[src/rtl/core/sce_ram.sv]
// ----------------------------------------------------------------------------
// sce_ram
// simple dual-port ram, one write and one registered read port
// ----------------------------------------------------------------------------
`default_nettype none

module sce_ram #(
    parameter int WIDTH = 8,
    parameter int DEPTH = 256,
    localparam int AW = $clog2(DEPTH)
) (
    input  wire logic             clk,
    input  wire logic             we,
    input  wire logic [AW-1:0]    waddr,
    input  wire logic [WIDTH-1:0] wdata,
    input  wire logic [AW-1:0]    raddr,
    output logic      [WIDTH-1:0] rdata
);

    logic [WIDTH-1:0] mem [DEPTH];

    always_ff @(posedge clk)
    begin
        if (we)
        begin
            mem[waddr] <= wdata;
        end
        rdata <= mem[raddr];
    end

endmodule

`default_nettype wire

[config.mk]
export PLATFORM = sky130hd
export DESIGN_NAME = sce_ram
export DESIGN_NICKNAME = d
export VERILOG_FILES = /design/src/rtl/core/sce_ram.sv
export SDC_FILE = /design/constraint.sdc
export NUM_CORES = 2
export LEC_CHECK = 0
export BUFFER_PORTS_ARGS = -buffer_cell sky130_fd_sc_hd__buf_2
export CAP_MARGIN = 20
export CORE_ASPECT_RATIO = 2
export CORE_MARGIN = 3
export CORE_UTILIZATION = 40
export DETAILED_ROUTE_END_ITERATION = 16
export HOLD_SLACK_MARGIN = 0.15
export PLACE_DENSITY = 0.61
export SYNTH_ARGS = -nofsm -noshare
export SYNTH_HDL_FRONTEND = slang
export SYNTH_SLANG_ARGS = --single-unit
[constraint.sdc]
create_clock -name clk -period 3 [get_ports clk]
set_clock_uncertainty 0.15 [all_clocks]
set_input_delay 0.6 -clock clk [delete_from_list [all_inputs] [get_ports clk]]
set_output_delay 0.6 -clock clk [all_outputs]
set_load 0.05 [all_outputs]
==> run_results.csv <==
group,metric,value,unit
yosys,synth_compound_area_frac,0.0342,
die,die_x,321,µm
pwr,peakVddDrop,0.551,mV
finish,final_common_cell,"edfxtp_1",
die,coreArea,197000,µm²
global_route,grt_util_met1,0.223,
worst_setup_path,required,3.51,ns
worst_setup_path,startpoint_type,"input pin",
global_route,gr-max-usage-layer,"met2",
yosys,yosys_warnings,0,
yosys,synth_edf_count,2048,
global_route,grt_pass1_wl,311000,µm
die,ios,34,
pwr,cellLeakagePower,0.0302,µW
detailed_routing,first_pass_iters,5,
yosys,syn_area,79600,µm²
global_route,grt_pass1_vias,42900,
yosys,yosys.area.top_type_share,0.773,
yosys,ys_types,55,
cts,htree_levels,4,
timing,max_freq,347,MHz
yosys,synthTopCellsByArea,"edfxtp_1 77%, mux4_2 13%, mux2i_1 1.7%",
finish,final_cell_mix,"2048 x edfxtp_1, 626 x buf_4, 454 x mux4_2",
cts,clock_latency,0.82,ns
global_route,grt_use_total,0.213,
cts,path_clk_slew,0.07,ns
yosys,synthSimpleGateAreaFrac,0.0263,
yosys,ys_async_sr_fraction,0,
timing,hold_violations,0,
worst_setup_path,critPathMaxStageDelay,0.85,ns
placed_design,place_congestion,0.893,
die,rows,230,
timing,period_minus_slack,2.88,ns
yosys,ys_ff_latch,2056,
timing,finalMaxSlewViolations,0,
placed_design,placed_cells,6804,
finish,drive_gt1_frac,0.324,
worst_setup_path,path_cells,"buf_8, buf_12, buf_4, mux4_2, a22oi_1, a21oi_1, nor4_1, nor4_1",
cts,clk_root_buffer_cell,"clkbuf_16",
placed_design,dp_hpwl,152000,µm
die,initial_core_util,0.404,
worst_setup_path,cp-end-kind,"register",
finish,final_cells,7118,
finish,area_growth,17.8,%
placed_design,portBuffers,33,
cts,cts_tree,"yes",
timing,worstMarginPinSlew,0.958,ns
detailed_routing,wl_per_cell,30.7,µm
yosys,syn_inst,3733,
timing,post-route-period-util,0.961,
cts,cts.path.max_buffers,4,
pwr,powerDensity,612,nW/µm²
die,die_area,205000,µm²
yosys,synth_nets,3759,
run,max_cap_viol_count,0,
run_status,status,"complete, no violations",
yosys,synth_top_family_by_area,"multiplexers",
worst_setup_path,crit_top_cell,"nor4_1",
detailed_routing,vias,40600,
cts,numCtsBuffers,171,
detailed_routing,first_iter_violations,3790,
detailed_routing,drtAntennaViolNets,0,
worst_setup_path,slowest_stage,"nor4_1",
worst_setup_path,critPathArrivalTime,3.39,ns
global_route,gr-usage-met2,0.407,
detailed_routing,drc,0,
timing,tns,0,ns
cts,clock_sinks,2056,
cts,post-cts-setup-buffers,0,
yosys,synth_xor_area_frac,0,
timing,grt_setup_unrepaired,"no",
yosys,syn_avg_cell_area,21.3,µm²
worst_setup_path,path_buf_inv,3,
yosys,yosysSeqAreaShare,0.775,
yosys,synth-main-ff-cell,"edfxtp_1",
timing,slew_headroom,0.355,
yosys,synth_top_area_cell,"edfxtp_1",
yosys,synth-adder-area-share,0,
worst_setup_path,path_delay_family,"simple AND/OR/NAND/NOR gates",
global_route,grt_start_max_net_pins,81,
global_route,antenna_found_initial,14,
yosys,synth.area.mux_share,0.146,
worst_setup_path,crit_type,"in -> reg",
detailed_routing,viasPerCell,5.70,
worst_setup_path,cp_max_fo,22,
die,die_h,637,µm
global_route,grt_overflow,0,
global_route,met3_usage,0.0255,
timing,final-setup-viol-count,0,
finish,nNetsFinal,4459,
hold_path,hp-class,"in -> reg",
detailed_routing,routed_wl,219000,µm
synth_stat cells (3+ instances only):
cell type,instances
a211oi_1,16
a21oi_1,96
a221oi_1,13
a22o_1,8
a22oi_1,133
and2_1,6
buf_1,22
buf_12,8
buf_2,31
buf_4,27
buf_6,21
buf_8,13
clkbuf_1,111
dfxtp_1,8
edfxtp_1,2048
mux2i_1,134
mux4_2,454
nand2_1,33
nand2b_1,8
nand3_1,34
nand4_1,10
nor2_1,282
nor2b_1,31
nor3_1,22
nor4_1,24
nor4_2,3
o211ai_1,10
o21ai_0,10
o221ai_1,46
o22a_1,5
o22ai_1,28
o32ai_1,4
or2_2,4
worst register-to-register path, cell delays in order, from the launching register on:
cell,delay (ns)
edfxtp_1,0.38
mux4_2,0.50
mux4_2,0.53
nor2_1,0.15
a2111oi_2,0.07
buf_4,0.18
nor3_1,0.35
buf_4,0.25
nor4_1,0.07
what timing repair did:
item	CTS	global route
hold buffers	8	0
resized for setup	2	0
endpoints found under the hold margin	242	0
setup endpoints to repair	2	0
metrics by stage:
stage	power (µW)	hold slack [ns]	setup WS [ns]	cell area (µm²)	util
floorplan	33900	0.549	0.312	79600	-
global placement	35900	0.841	-1.25	88200	0.447
detailed placement	35900	0.843	-0.893	88200	0.448
CTS	57700	0.302	0.0631	93700	0.475
global route	58800	0.326	0.0653	93700	0.475
finish	57300	0.347	0.118	93700	0.475
sequential cells by signal (all words and copies together), names as in the netlist:
register,count
rdata,8
mem,2048
kinds of logic after synthesis:
group                  after synthesis
muxes                              591
AOI/OAI and AO/OA                  385
buffers and inverters              235
DFF                               2056
and+or+nand+nor                    466
area by class of cell:
class	count	area [µm²]
Clock inverter	91	870
Tap cell	2552	3190
Antenna cell	9	22.5
Inverter	2	7.51
Timing Repair Buffer	760	6900
Fill cell	16100	103000
Multi-Input combinational cell	1442	16600
Clock buffer	206	4490
Sequential cell	2056	61700
power breakdown:
| part | switching [µW] | internal (µW) | leakage [µW] |
|---|---|---|---|
| clock | 9990 | 12100 | 0.00263 |
| sequential | 67.8 | 31600 | 0.0185 |
| combinational | 2150 | 1400 | 0.00907 |
per-layer routing:
metal | vias to the layer above | share of wire
met4 | 14 | 0.068
met2 | 1467 | 0.56
li1 | 17000 | -
met3 | 501 | 0.052
met5 | - | 0.00040
met1 | 21600 | 0.32
worst paths after layout:
check / cells after the start / to / from / slack [ns]
min: 3 / mem[155][5] / waddr[1] / 0.35
min reg2reg: 7 / rdata[3] / mem[40][3] / 0.87
max: 8 / rdata[1] / raddr[0] / 0.12
max reg2reg: 8 / rdata[7] / mem[131][7] / 0.30
Note: power is estimated with default switching activity, not from simulation.
