## config.mk

```make
export PLATFORM = sky130hd
export DESIGN_NAME = sce_isqrt
export DESIGN_NICKNAME = d
export VERILOG_FILES = /design/src/rtl/core/sce_pkg.sv /design/src/rtl/core/sce_isqrt.sv
export SDC_FILE = /design/constraint.sdc
export NUM_CORES = 1
export LEC_CHECK = 0
export BUFFER_PORTS_ARGS = -buffer_cell sky130_fd_sc_hd__buf_2
export CAP_MARGIN = 20
export CORE_MARGIN = 2
export CORE_UTILIZATION = 35
export DETAILED_ROUTE_END_ITERATION = 7
export PLACE_DENSITY = 0.52
export SYNTH_ARGS = -nofsm -noshare
export SYNTH_HDL_FRONTEND = slang
export SYNTH_SLANG_ARGS = --single-unit
```

## constraint.sdc

```tcl
create_clock -name clk -period 4.7 [get_ports clk]
set_input_delay 0.705 -clock clk [delete_from_list [all_inputs] [get_ports clk]]
set_output_delay 0.705 -clock clk [all_outputs]
set_load 0.02 [all_outputs]
```

## src/rtl/core/sce_pkg.sv

```systemverilog
// ----------------------------------------------------------------------------
// sce_pkg
// types, sizes and codes shared by the seam carving engine
// ----------------------------------------------------------------------------
`default_nettype none

package sce_pkg;

    localparam int MAX_WIDTH  = 256;
    localparam int MAX_HEIGHT = 256;
    localparam int SEAM_DEPTH = (MAX_WIDTH > MAX_HEIGHT) ? MAX_WIDTH : MAX_HEIGHT;

    localparam int COL_W  = $clog2(MAX_WIDTH);
    localparam int ROW_W  = $clog2(MAX_HEIGHT);
    localparam int IDX_W  = $clog2(SEAM_DEPTH);
    localparam int ADDR_W = ROW_W + COL_W;
    localparam int DEPTH  = MAX_WIDTH * MAX_HEIGHT;
    localparam int DIM_W  = 9;
    localparam int PIX_W  = 24;
    localparam int CH_W   = 8;
    localparam int COST_W = 18;
    localparam int SQ_W   = 20;
    localparam int ROOT_W = SQ_W / 2;
    localparam int ACC_W  = 19;

    localparam logic [COST_W-1:0] COST_MAX = '1;
    localparam logic [DIM_W-1:0]  DIM_MAX_W = DIM_W'(MAX_WIDTH);
    localparam logic [DIM_W-1:0]  DIM_MAX_H = DIM_W'(MAX_HEIGHT);

    localparam logic [2:0] REQ_BEGIN     = 3'd0;
    localparam logic [2:0] REQ_WRITE_PIX = 3'd1;
    localparam logic [2:0] REQ_FIND      = 3'd2;
    localparam logic [2:0] REQ_READ_SEAM = 3'd3;
    localparam logic [2:0] REQ_REMOVE    = 3'd4;
    localparam logic [2:0] REQ_READ_PIX  = 3'd5;

    localparam logic [1:0] ST_OK       = 2'd0;
    localparam logic [1:0] ST_OUTSIDE  = 2'd1;
    localparam logic [1:0] ST_NO_SEAM  = 2'd2;
    localparam logic [1:0] ST_DIM_ONE  = 2'd3;

    localparam logic [1:0] CFG_FRAME_WIDTH  = 2'd0;
    localparam logic [1:0] CFG_FRAME_HEIGHT = 2'd1;
    localparam logic [1:0] CFG_DIRECTION    = 2'd2;

    typedef struct packed {
        logic [2:0] req_type;
        logic [7:0] pixel_row;
        logic [7:0] pixel_col;
        logic [7:0] seam_step;
        logic [7:0] red_in;
        logic [7:0] green_in;
        logic [7:0] blue_in;
    } req_t;

    typedef struct packed {
        logic [1:0]        status;
        logic [7:0]        red_out;
        logic [7:0]        green_out;
        logic [7:0]        blue_out;
        logic [7:0]        seam_position;
        logic [COST_W-1:0] seam_cost;
        logic [DIM_W-1:0]  width_now;
        logic [DIM_W-1:0]  height_now;
    } rsp_t;

    typedef enum logic [4:0] {
        S_IDLE,
        S_PIX_RD,
        S_SEAM_RD,
        S_E_RD,
        S_E_SQ,
        S_E_ROOT,
        S_E_WAIT,
        S_D_RD,
        S_D_WR,
        S_M_RD,
        S_M_CMP,
        S_M_END,
        S_B_RD,
        S_B_SEL,
        S_R_SEAM,
        S_R_LOAD,
        S_R_MOVE,
        S_RESP
    } state_t;

endpackage

`default_nettype wire

```

## src/rtl/core/sce_isqrt.sv

```systemverilog
// ----------------------------------------------------------------------------
// sce_isqrt
// iterative floor square root, two bits of the radicand per cycle
// ----------------------------------------------------------------------------
`default_nettype none

module sce_isqrt import sce_pkg::*; (
    input  wire logic              clk,
    input  wire logic              rst_n,
    input  wire logic              start,
    input  wire logic [ACC_W-1:0]  value,
    output logic                   done,
    output logic      [ROOT_W-1:0] root
);

    logic [SQ_W-1:0] n_reg, n_next;
    logic [SQ_W-1:0] res_reg, res_next;
    logic [SQ_W-1:0] bit_reg, bit_next;
    logic            busy_reg, busy_next;
    logic            done_reg, done_next;
    logic [SQ_W-1:0] trial;

    assign trial = res_reg + bit_reg;

    always_comb
    begin
        n_next    = n_reg;
        res_next  = res_reg;
        bit_next  = bit_reg;
        busy_next = busy_reg;
        done_next = 1'b0;
        if (start)
        begin
            n_next    = SQ_W'(value);
            res_next  = '0;
            bit_next  = SQ_W'(1) << (SQ_W - 2);
            busy_next = 1'b1;
        end
        else if (busy_reg)
        begin
            if (n_reg >= trial)
            begin
                n_next   = n_reg - trial;
                res_next = (res_reg >> 1) + bit_reg;
            end
            else
            begin
                res_next = res_reg >> 1;
            end
            bit_next = bit_reg >> 2;
            if (bit_reg[0])
            begin
                busy_next = 1'b0;
                done_next = 1'b1;
            end
        end
    end

    always_ff @(posedge clk or negedge rst_n)
    begin
        if (!rst_n)
        begin
            busy_reg <= 1'b0;
            done_reg <= 1'b0;
        end
        else
        begin
            busy_reg <= busy_next;
            done_reg <= done_next;
        end
    end

    always_ff @(posedge clk)
    begin
        n_reg   <= n_next;
        res_reg <= res_next;
        bit_reg <= bit_next;
    end

    assign done = done_reg;
    assign root = res_reg[ROOT_W-1:0];

endmodule

`default_nettype wire

```

==> flow_metrics.env, run 1 <==
export IMPL_outcome="completed"
export IMPL_cts_reportedPaths_clkPinSlew_ns=0.07
export IMPL_drv_max_cap_violation_count=0
export IMPL_final_slew_violations=0
export IMPL_yosys_cell_types_count=60
export IMPL_fraction_of_final_layout_cells_sized_beyond_drive_strength_1_pct=11.3
export IMPL_cts_num_sinks=52
export IMPL_dpl_wire_length_mm=8.04
export IMPL_start_util_pct=35.4
export IMPL_wirelength_per_cell_um=15.1
export IMPL_die_height_um=117
export IMPL_routed_wirelength_mm=10.7
export IMPL_post_synthesis_cell_count=528
export IMPL_synth_async_sr_flop_share_pct=3.85
export IMPL_final_min_period_over_clock_period_pct=93.3
export IMPL_final_hold_violation_count=0
export IMPL_final_setup_tns_ns=0
export IMPL_synth_seq_cells=52
export IMPL_hold_path_class="in2async"
export IMPL_clockBufferDepth=2
export IMPL_rsz0062_at_grt="false"
export IMPL_crit_path_max_fanout=20
export IMPL_seq_area_frac_synth_pct=28.0
export IMPL_width_of_the_chip_um=117
export IMPL_tritoncts="built"
export IMPL_clock_latency_reported_for_the_late_side_of_the_worst_skew_pair_ns=0.29
export IMPL_power_per_cell_area_nw_per_um2=583
export IMPL_postRouteAntennaNets=0
export IMPL_htree_num_levels=2
export IMPL_layout_min_cycle_time_ns=4.39
export IMPL_top_usage_layer="met2"
export IMPL_groute_layer_met2_usage_pct=27.5
export IMPL_startpoint_type="flop"
export IMPL_drtIter0Drc=185
export IMPL_end_kind="flop"
export IMPL_global_route_usage_met1_pct=22.0
export IMPL_worst_setup_path_type="reg2reg"
export IMPL_rows=41
export IMPL_max_slew_margin_pct=47.8
export IMPL_areaGrowthSynthToFinish_pct=9.17
export IMPL_cts_made_buffers=5
export IMPL_postSynthAreaPerCell_um2=8.40
export IMPL_grt_util_all_layers_pct=16.1
export IMPL_route_detailed_drc=0
export IMPL_timing_critical_path_required_ns=4.70
export IMPL_grt_antenna_before_repair=0
export IMPL_boundaryPins=33
export IMPL_synthesis_area_um2=4440
export IMPL_most_common_layout_cells="nor2_1 (66), nand2_1 (43), ha_1 (42)"
export IMPL_groute_layer_met3_usage_pct=2.54
export IMPL_number_of_global_route_vias_before_repair=3619
export IMPL_synth_net_count=593
export IMPL_maximum_number_of_pins_on_one_net_before_global_route_repair=48
export IMPL_worst_endpoint_arrival_ns=4.38
export IMPL_postSynth_topFlopCell="dfxtp_1"
export IMPL_netlist_top_cells_area="dfxtp_1 (14%), edfxtp_1 (13%), ha_1 (12%)"
export IMPL_drt_pass1_iter_count=4
export IMPL_fp_dieArea_um2=13600
export IMPL_netlist_area_leader_share_pct=14.0
export IMPL_fmax_mhz=228
export IMPL_synth_enable_flop_cells=19
export IMPL_peakVddDrop_v=0.000263
export IMPL_root_buffer="clkbuf_16"
export IMPL_power_static_leakage_nw=2.00
export IMPL_routed_vias=3847
export IMPL_placeableCoreArea_um2=12500
export IMPL_gpl_final_weighted_congestion=0.808
export IMPL_numPortBuffers=32
export IMPL_worst_pin_slew_ns=0.783
export IMPL_grt_pass1_wl_mm=17.4
export IMPL_grt_remaining_overflow=0
export IMPL_yosysTopAreaCell="dfxtp_1"
export IMPL_nNetsFinal=604
export IMPL_setup_viol_count_final=0
export IMPL_warnings_synthesis=0
export IMPL_antennaDiodeCount=0
export IMPL_cts_hold_fix_buffers=0
export IMPL_route_detailed_vias_per_inst=5.40
export IMPL_final_core_util_pct=38.7
export IMPL_mostFrequentLayoutCell="nor2_1"
export IMPL_finalClockSkew_ns=0.00758
## timing repair
action	in CTS	in global routing
setup buffers	0	0
resized for setup	0	2
endpoints found under the setup margin	0	29
## synthesized netlist by cell type, drive strengths merged, types with 15 or more instances
cell,number
a21oi,28
buf,19
clkbuf,15
dfxtp,31
edfxtp,19
ha,42
inv,16
mux2i,17
nand2,43
nor2,66
o21ai,31
xor2,16
## area by class of cell
cell class                      count  area [um^2]
Inverter                           16         60.1
Timing Repair Buffer               38          218
Multi-Input combinational cell    426         2950
Sequential cell                    52         1240
Fill cell                        1351         7670
Clock inverter                      1         8.76
Tap cell                          172          215
Clock buffer                        7          154
## critical path, stage by stage (launching register included)
cell and delay [ns]:
dfxtp_1 0.44, ha_1 0.30, a21oi_1 0.20, o21bai_1 0.10, a31o_2 0.26, a31oi_1 0.33
nor2b_1 0.10, xnor2_1 0.14, ha_1 0.35, nand2_1 0.06, or4_1 0.50, and3_4 0.22
a211oi_4 0.26, a21o_2 0.41, a21o_1 0.22, buf_12 0.18
## power breakdown
group          internal [mW]  switching (mW)  leakage [nW]
sequential             0.639          0.0820         0.470
combinational          0.693            1.00          1.45
clock                  0.233           0.170        0.0797
## final timing paths
check	startpoint	endpoint	slack, ns	depth (start not counted)
setup / recovery	res_reg[2]$_SDFFE_PP0P_	n_reg[15]$_DFFE_PP_	0.31	15
hold / removal	rst_n	busy_reg$_DFF_PN0_	0.18	1
setup reg to reg	res_reg[2]$_SDFFE_PP0P_	n_reg[15]$_DFFE_PP_	0.31	15
hold reg to reg	n_reg[19]$_SDFFE_PP0P_	n_reg[19]$_SDFFE_PP0P_	0.48	2
max in group asynchronous	rst_n	done$_DFF_PN0_	4.43	1
min in group clk	n_reg[19]$_SDFFE_PP0P_	n_reg[19]$_SDFFE_PP0P_	0.48	2
## cells by family (layout without fill, tap and decap cells)
family / count (synthesis) / count (layout) / share of synthesized area, %
AO/OA/AOI/OAI: 162 / 162 / 25.3
buffers and inverters: 50 / 62 / 5.75
AND/OR/NAND/NOR: 172 / 172 / 18.2
adder cells (fa/ha/maj): 43 / 43 / 12.3
flip-flops: 52 / 52 / 28.0
XOR/XNOR: 27 / 27 / 5.33
multiplexers: 22 / 22 / 5.10
## through the flow
step | cells | total power [mW] | cell area [um^2] | hold WS [ns] | setup slack [ns]
floorplan | 528 | 2.10 | 4440 | 0.409 | 0.718
global placement | 704 | 2.40 | 4670 | 0.461 | 0.381
detailed placement | 704 | 2.43 | 4670 | 0.469 | 0.291
CTS | 712 | 2.85 | 4840 | 0.176 | 0.258
global route | 712 | 3.08 | 4840 | 0.171 | 0.0220
finish | 712 | 2.82 | 4840 | 0.181 | 0.315
## per-layer routing
metal	up-vias	routed length (um)
met2	59	5050
li1	1992	-
met4	0	42
met5	-	0
met1	1794	5260
met3	2	379
No activity file was read; power rests on OpenSTA's default activity.
==> run 2, diff against run 1 <==
--- a/config.mk
+++ b/config.mk
@@ -9,7 +9,7 @@
 export CAP_MARGIN = 20
 export CORE_MARGIN = 2
-export CORE_UTILIZATION = 35
+export CORE_UTILIZATION = 50
 export DETAILED_ROUTE_END_ITERATION = 7
-export PLACE_DENSITY = 0.52
+export PLACE_DENSITY = 0.69
 export SYNTH_ARGS = -nofsm -noshare
 export SYNTH_HDL_FRONTEND = slang
==> constraint.sdc (replaced) <==
create_clock -name clk -period 4.7 [get_ports clk]
set_input_delay 0.705 -clock clk [delete_from_list [all_inputs] [get_ports clk]]
set_output_delay 0.705 -clock clk [all_outputs]
set_load 0.005 [all_outputs]
==> run 2 against run 1 <==
Net effect: routed wire length is 6.2% lower; clock skew increased by 0.0049 ns; non-clock buffer count is 1 lower; cell area decreased by 3.6%; fmax is 1.9% higher; core utilization up 15 points; power down 5.8%; register-to-register slack improved by 0.08 ns; count of clock-buffer cells in the layout fell by 1; largest power group unchanged.
==> flow_metrics.env, run 2 (synthesis results as in run 1) <==
export IMPL_ff2ff_path_depth=13
export IMPL_cts_num_sinks=52
export IMPL_final_slew_violations=0
export IMPL_placeableCoreArea_um2=8680
export IMPL_fp_dieArea_um2=9640
export IMPL_cts_hold_fix_buffers=0
export IMPL_clockBufferDepth=2
export IMPL_critical_path_max_stage_delay_ns=0.69
export IMPL_place_ws_ns=0.413
export IMPL_cts_made_buffers=5
export IMPL_postRouteAntennaNets=0
export IMPL_mostFrequentLayoutCell="nor2_1"
export IMPL_worst_endpoint_arrival_ns=4.42
export IMPL_final_hold_violation_count=0
export IMPL_rsz0062_at_grt="false"
export IMPL_die_height_um=98.2
export IMPL_grt_antenna_before_repair=0
export IMPL_routed_wirelength_mm=10.1
export IMPL_setup_viol_count_final=0
export IMPL_start_util_pct=51.1
export IMPL_worst_setup_path_type="reg2reg"
export IMPL_cp_num_buf_inv=0
export IMPL_number_of_cells_after_detailed_placement=639
export IMPL_clock_latency_reported_for_the_late_side_of_the_worst_skew_pair_ns=0.31
export IMPL_final_min_period_over_clock_period_pct=91.6
export IMPL_flop_to_flop_setup_slack_ns=0.40
export IMPL_startpoint_type="flop"
export IMPL_maximum_number_of_pins_on_one_net_before_global_route_repair=39
export IMPL_numPortBuffers=32
export IMPL_drv_max_cap_violation_count=0
export IMPL_antennaDiodeCount=0
export IMPL_htree_num_levels=2
export IMPL_cts_reportedPaths_clkPinSlew_ns=0.10
export IMPL_worst_path_dominant_cell_family="compound AO/OA/AOI/OAI gates"
export IMPL_route_detailed_vias_per_inst=6.02
export IMPL_worstReg2RegEnd="n_reg[18]$_DFFE_PP_"
export IMPL_outcome="completed"
export IMPL_power_per_cell_area_nw_per_um2=570
export IMPL_crit_path_max_fanout=6
export IMPL_final_setup_tns_ns=0
export IMPL_path_depth=13
export IMPL_width_of_the_chip_um=98.2
export IMPL_drt_pass1_iter_count=4
export IMPL_fraction_of_final_layout_cells_sized_beyond_drive_strength_1_pct=11.1
export IMPL_hold_slack_ns=0.157
export IMPL_most_common_layout_cells="nor2_1 (66), nand2_1 (43), ha_1 (42)"
export IMPL_rows=34
export IMPL_fmax_mhz=232
export IMPL_hold_path_class="in2async"
export IMPL_dpl_wire_length_mm=7.57
export IMPL_grt_remaining_overflow=0
export IMPL_route_detailed_drc=0
export IMPL_boundaryPins=33
export IMPL_number_of_global_route_vias_before_repair=3659
export IMPL_layout_min_cycle_time_ns=4.30
export IMPL_max_slew_margin_pct=45.4
export IMPL_wirelength_per_cell_um=15.6
export IMPL_finalClockSkew_ns=0.0125
export IMPL_peakVddDrop_v=0.000277
export IMPL_timing_critical_path_required_ns=4.82
export IMPL_areaGrowthSynthToFinish_pct=5.19
export IMPL_setup_ws_ns=0.396
export IMPL_end_kind="flop"
export IMPL_final_cells=647
export IMPL_routed_vias=3898
export IMPL_gpl_final_weighted_congestion=0.922
export IMPL_timing_critical_path_cells="ha_1 > a31oi_1 > o21bai_1 > a31o_2 > xnor2_1 > ha_1 > a2111oi_0 > a211oi_1 > o21ai_0 > a31oi_1 > o211a_1 > o21a_1 > o31ai_1"
export IMPL_power_static_leakage_nw=1.96
export IMPL_worst_pin_slew_ns=0.819
export IMPL_drtIter0Drc=154
export IMPL_startpoint_of_the_worst_slack_reg_to_reg_timing_path="res_reg[2]$_SDFFE_PP0P_"
export IMPL_grt_pass1_wl_mm=17.0
export IMPL_grt_util_all_layers_pct=21.2
export IMPL_slowest_stage="a2111oi_0"
export IMPL_tritoncts="built"
export IMPL_nNetsFinal=603
export IMPL_root_buffer="clkbuf_8"
-- run 2: changes by cell type in the layout (fill, tap and decap cells not counted), sizes merged --
cell    delta
buf        -1
clkinv     +1
clkbuf     -1
-- run 2: final cells by class --
cell class,instances,area [um^2]
Fill cell,853,4010
Multi-Input combinational cell,426,2950
Sequential cell,52,1240
Timing Repair Buffer,37,198
Tap cell,108,135
Clock buffer,6,72.6
Inverter,16,60.1
Clock inverter,2,15.0
-- run 2: layer usage --
layer / routed length [um] / vias to the layer above / GRT usage [%] / part of all wire (%)
li1: - / 1985 / - / -
met1: 4710 / 1821 / 27.8 / 47
met2: 4860 / 77 / 36.4 / 48
met3: 315 / 15 / 2.86 / 3.1
met4: 187 / 0 / 6.32 / 1.9
met5: 0 / - / 0 / 0
-- run 2: how the worst max path moves through the flow --
stage	startpoint	to	slack [ns]
floorplan	res_reg[0]$_SDFFE_PP0P_	n_reg[0]$_DFFE_PP_	0.72
global placement	bit_reg[0]$_SDFFE_PP0P_	n_reg[11]$_DFFE_PP_	0.53
detailed placement	bit_reg[0]$_SDFFE_PP0P_	n_reg[5]$_DFFE_PP_	0.41
CTS	bit_reg[0]$_SDFFE_PP0P_	n_reg[5]$_DFFE_PP_	0.39
global route	res_reg[2]$_SDFFE_PP0P_	n_reg[18]$_DFFE_PP_	0.07
finish	res_reg[2]$_SDFFE_PP0P_	n_reg[18]$_DFFE_PP_	0.40
-- run 2: power breakdown --
group,switching [mW],internal [mW]
clock,0.163,0.107
combinational,0.976,0.688
sequential,0.0858,0.639
total,1.22,1.43
-- run 2: per-stage QoR --
step	power, mW	cell area (um^2)	util [%]
final	2.66	4670	53.8
after global routing	2.91	4670	53.8
after CTS	2.66	4660	53.7
after detailed placement	2.38	4570	52.7
after global placement	2.34	4570	52.7
after floorplan	2.08	4440	-
-- run 2: repair_timing --
| item | CTS | global route |
|---|---|---|
| setup endpoints to repair | 0 | 24 |
| setup buffers | 0 | 0 |
| resized for setup | 0 | 1 |
==> run 3, diff against run 2 <==
- BUFFER_PORTS_ARGS: -buffer_cell sky130_fd_sc_hd__buf_2 -> default
- DONT_BUFFER_PORTS: default -> 1
- clock period: 4.7 -> 3.69 ns (I/O delays scaled with it)
==> run 3 against run 2 <==
Net effect: the run now ends with negative setup slack left; combinational power is 120% higher; cell area is 24% higher; sequential share of layout area is 5.1 points lower; power is 87% higher; global-route usage is 5.6 points higher; routed wire length is 36% higher; worst setup slack worse by 0.71 ns; clock power is 30% higher; sequential cell count stayed put; non-clock buffer count is 63 higher; fmax is 7.6% higher; register-to-register slack worse by 0.71 ns; critical path type unchanged.
==> flow_metrics.env, run 3 (synthesis results as in run 1) <==
export IMPL_outcome="complete, but fails checks"
export IMPL_failed_checks="negative setup slack"
export IMPL_design_area_um2=5780
export IMPL_nNetsFinal=672
export IMPL_setup_viol_count_final=44
export IMPL_cts_made_buffers=5
export IMPL_placeableCoreArea_um2=8680
export IMPL_route_detailed_vias_per_inst=6.26
export IMPL_wirelength_per_cell_um=19.2
export IMPL_grt_remaining_overflow=0
export IMPL_drv_max_cap_violation_count=0
export IMPL_worst_pin_slew_ns=0.551
export IMPL_gpl_final_weighted_congestion=0.943
export IMPL_numPortBuffers=0
export IMPL_routed_wirelength_mm=13.7
export IMPL_number_of_cells_after_detailed_placement=667
export IMPL_hold_slack_ns=0.294
export IMPL_cts_num_sinks=52
export IMPL_most_common_layout_cells="buf_4 (84), nor2_1 (62), nand2_1 (42)"
export IMPL_tritoncts="built"
export IMPL_fmax_mhz=250
export IMPL_die_height_um=98.2
export IMPL_grt_antenna_before_repair=0
export IMPL_boundaryPins=33
export IMPL_fp_dieArea_um2=9640
export IMPL_power_static_leakage_nw=2.39
export IMPL_crit_path_max_fanout=6
export IMPL_rsz0062_at_grt="true"
export IMPL_worst_endpoint_arrival_ns=4.08
export IMPL_root_buffer="clkbuf_8"
export IMPL_finalClockSkew_ns=0.0117
export IMPL_areaGrowthSynthToFinish_pct=30.3
export IMPL_drtIter0Drc=280
export IMPL_hold_path_class="in2reg"
export IMPL_power_per_cell_area_nw_per_um2=862
export IMPL_cts_reportedPaths_clkPinSlew_ns=0.10
export IMPL_grt_pass1_wl_mm=21.1
export IMPL_peakVddDrop_v=0.000421
export IMPL_grt_util_all_layers_pct=26.7
export IMPL_flop_to_flop_setup_slack_ns=-0.31
export IMPL_antennaDiodeCount=0
export IMPL_final_slew_violations=0
export IMPL_final_min_period_over_clock_period_pct=108
export IMPL_layout_min_cycle_time_ns=4.00
export IMPL_end_kind="flop"
export IMPL_routed_vias=4479
export IMPL_maximum_number_of_pins_on_one_net_before_global_route_repair=77
export IMPL_postRouteAntennaNets=0
export IMPL_setup_ws_ns=-0.312
export IMPL_worst_setup_path_type="reg2reg"
export IMPL_fraction_of_final_layout_cells_sized_beyond_drive_strength_1_pct=30.3
export IMPL_route_detailed_drc=0
export IMPL_final_cells=716
export IMPL_rows=34
export IMPL_clockBufferDepth=2
export IMPL_width_of_the_chip_um=98.2
export IMPL_drt_pass1_iter_count=5
export IMPL_dpl_wire_length_mm=8.11
export IMPL_htree_num_levels=2
export IMPL_final_hold_violation_count=0
export IMPL_number_of_global_route_vias_before_repair=4428
export IMPL_timing_critical_path_required_ns=3.77
export IMPL_mostFrequentLayoutCell="buf_4"
export IMPL_clock_latency_reported_for_the_late_side_of_the_worst_skew_pair_ns=0.32
export IMPL_startpoint_type="flop"
export IMPL_start_util_pct=51.1
export IMPL_max_slew_margin_pct=63.3
export IMPL_place_area_um2=4920
## run 3: cell count changes in the layout (fill, tap and decap cells not counted), moves of 5 or more
| cell | delta |
|---|---|
| buf_2 | -32 |
| buf_6 | +14 |
| buf_4 | +79 |
| o21ai_2 | +6 |
| ha_4 | +5 |
| a311oi_2 | +6 |
| o21ai_0 | -10 |
| a21o_4 | +5 |
| ha_1 | -5 |
| a311oi_1 | -7 |
## run 3: path summary, 6_finish.rpt
path	start	endpoint	cells past startpoint
max	bit_reg[4]$_SDFFE_PP0P_	n_reg[10]$_DFFE_PP_	18
min	start	res_reg[0]$_SDFFE_PP0P_	1
max reg2reg	bit_reg[4]$_SDFFE_PP0P_	n_reg[10]$_DFFE_PP_	18
min reg2reg	n_reg[19]$_SDFFE_PP0P_	n_reg[19]$_SDFFE_PP0P_	2
max in group asynchronous	rst_n	done$_DFF_PN0_	1
min in group asynchronous	rst_n	busy_reg$_DFF_PN0_	1
## run 3: worst max-delay path, stage by stage (launching register included)
cell	delay, ns
dfxtp_1	0.36
ha_4	0.28
nand2_1	0.08
o21bai_1	0.20
a31o_2	0.23
a31oi_4	0.13
o31ai_4	0.29
nand2_1	0.10
xor2_1	0.16
ha_1	0.32
a21o_1	0.19
a21oi_2	0.19
and3_4	0.24
buf_6	0.10
nand4_1	0.10
buf_4	0.18
a21o_4	0.24
buf_6	0.13
a21o_4	0.24
## run 3: what timing repair did
item	4_1_cts	5_1_grt
gates cloned	6	0
setup buffers	25	10
pin swaps	48	33
hold buffers	1	0
endpoints found under the setup margin	44	47
endpoints found under the hold margin	2	0
resized for setup	36	58
## run 3: stage by stage
step	utilization, %	TNS, ns	worst slack [ns]	total power [mW]
global route	66.6	-16.99	-0.459	5.30
finish	66.6	-10.16	-0.312	4.98
CTS	62.8	-2.54	-0.143	4.44
detailed placement	56.7	-10.49	-0.418	3.41
global placement	56.7	-5.30	-0.205	3.36
floorplan	-	0	0.00291	2.69
## run 3: layout make-up
class / count / area [um^2]
Tap cell: 108 / 135
Fill cell: 692 / 2900
Sequential cell: 52 / 1240
Multi-Input combinational cell: 432 / 3440
Clock buffer: 6 / 72.6
Clock inverter: 2 / 15.0
Inverter: 16 / 60.1
Timing Repair Buffer: 100 / 818
## run 3: routing by layer
layer  vias to the layer above  GRT usage (%)  share of wire (%)
met3                        58           4.94                5.0
met5                         -              0                  0
met4                         0           12.2                4.8
li1                       2133              -                  -
met2                       160           47.8                 50
met1                      2128           30.9                 40
## run 3: power by group
group          internal [mW]  leakage [nW]  switching [mW]
Combinational           1.81          1.87            1.90
Sequential             0.816         0.471           0.107
Clock                  0.136        0.0457           0.213
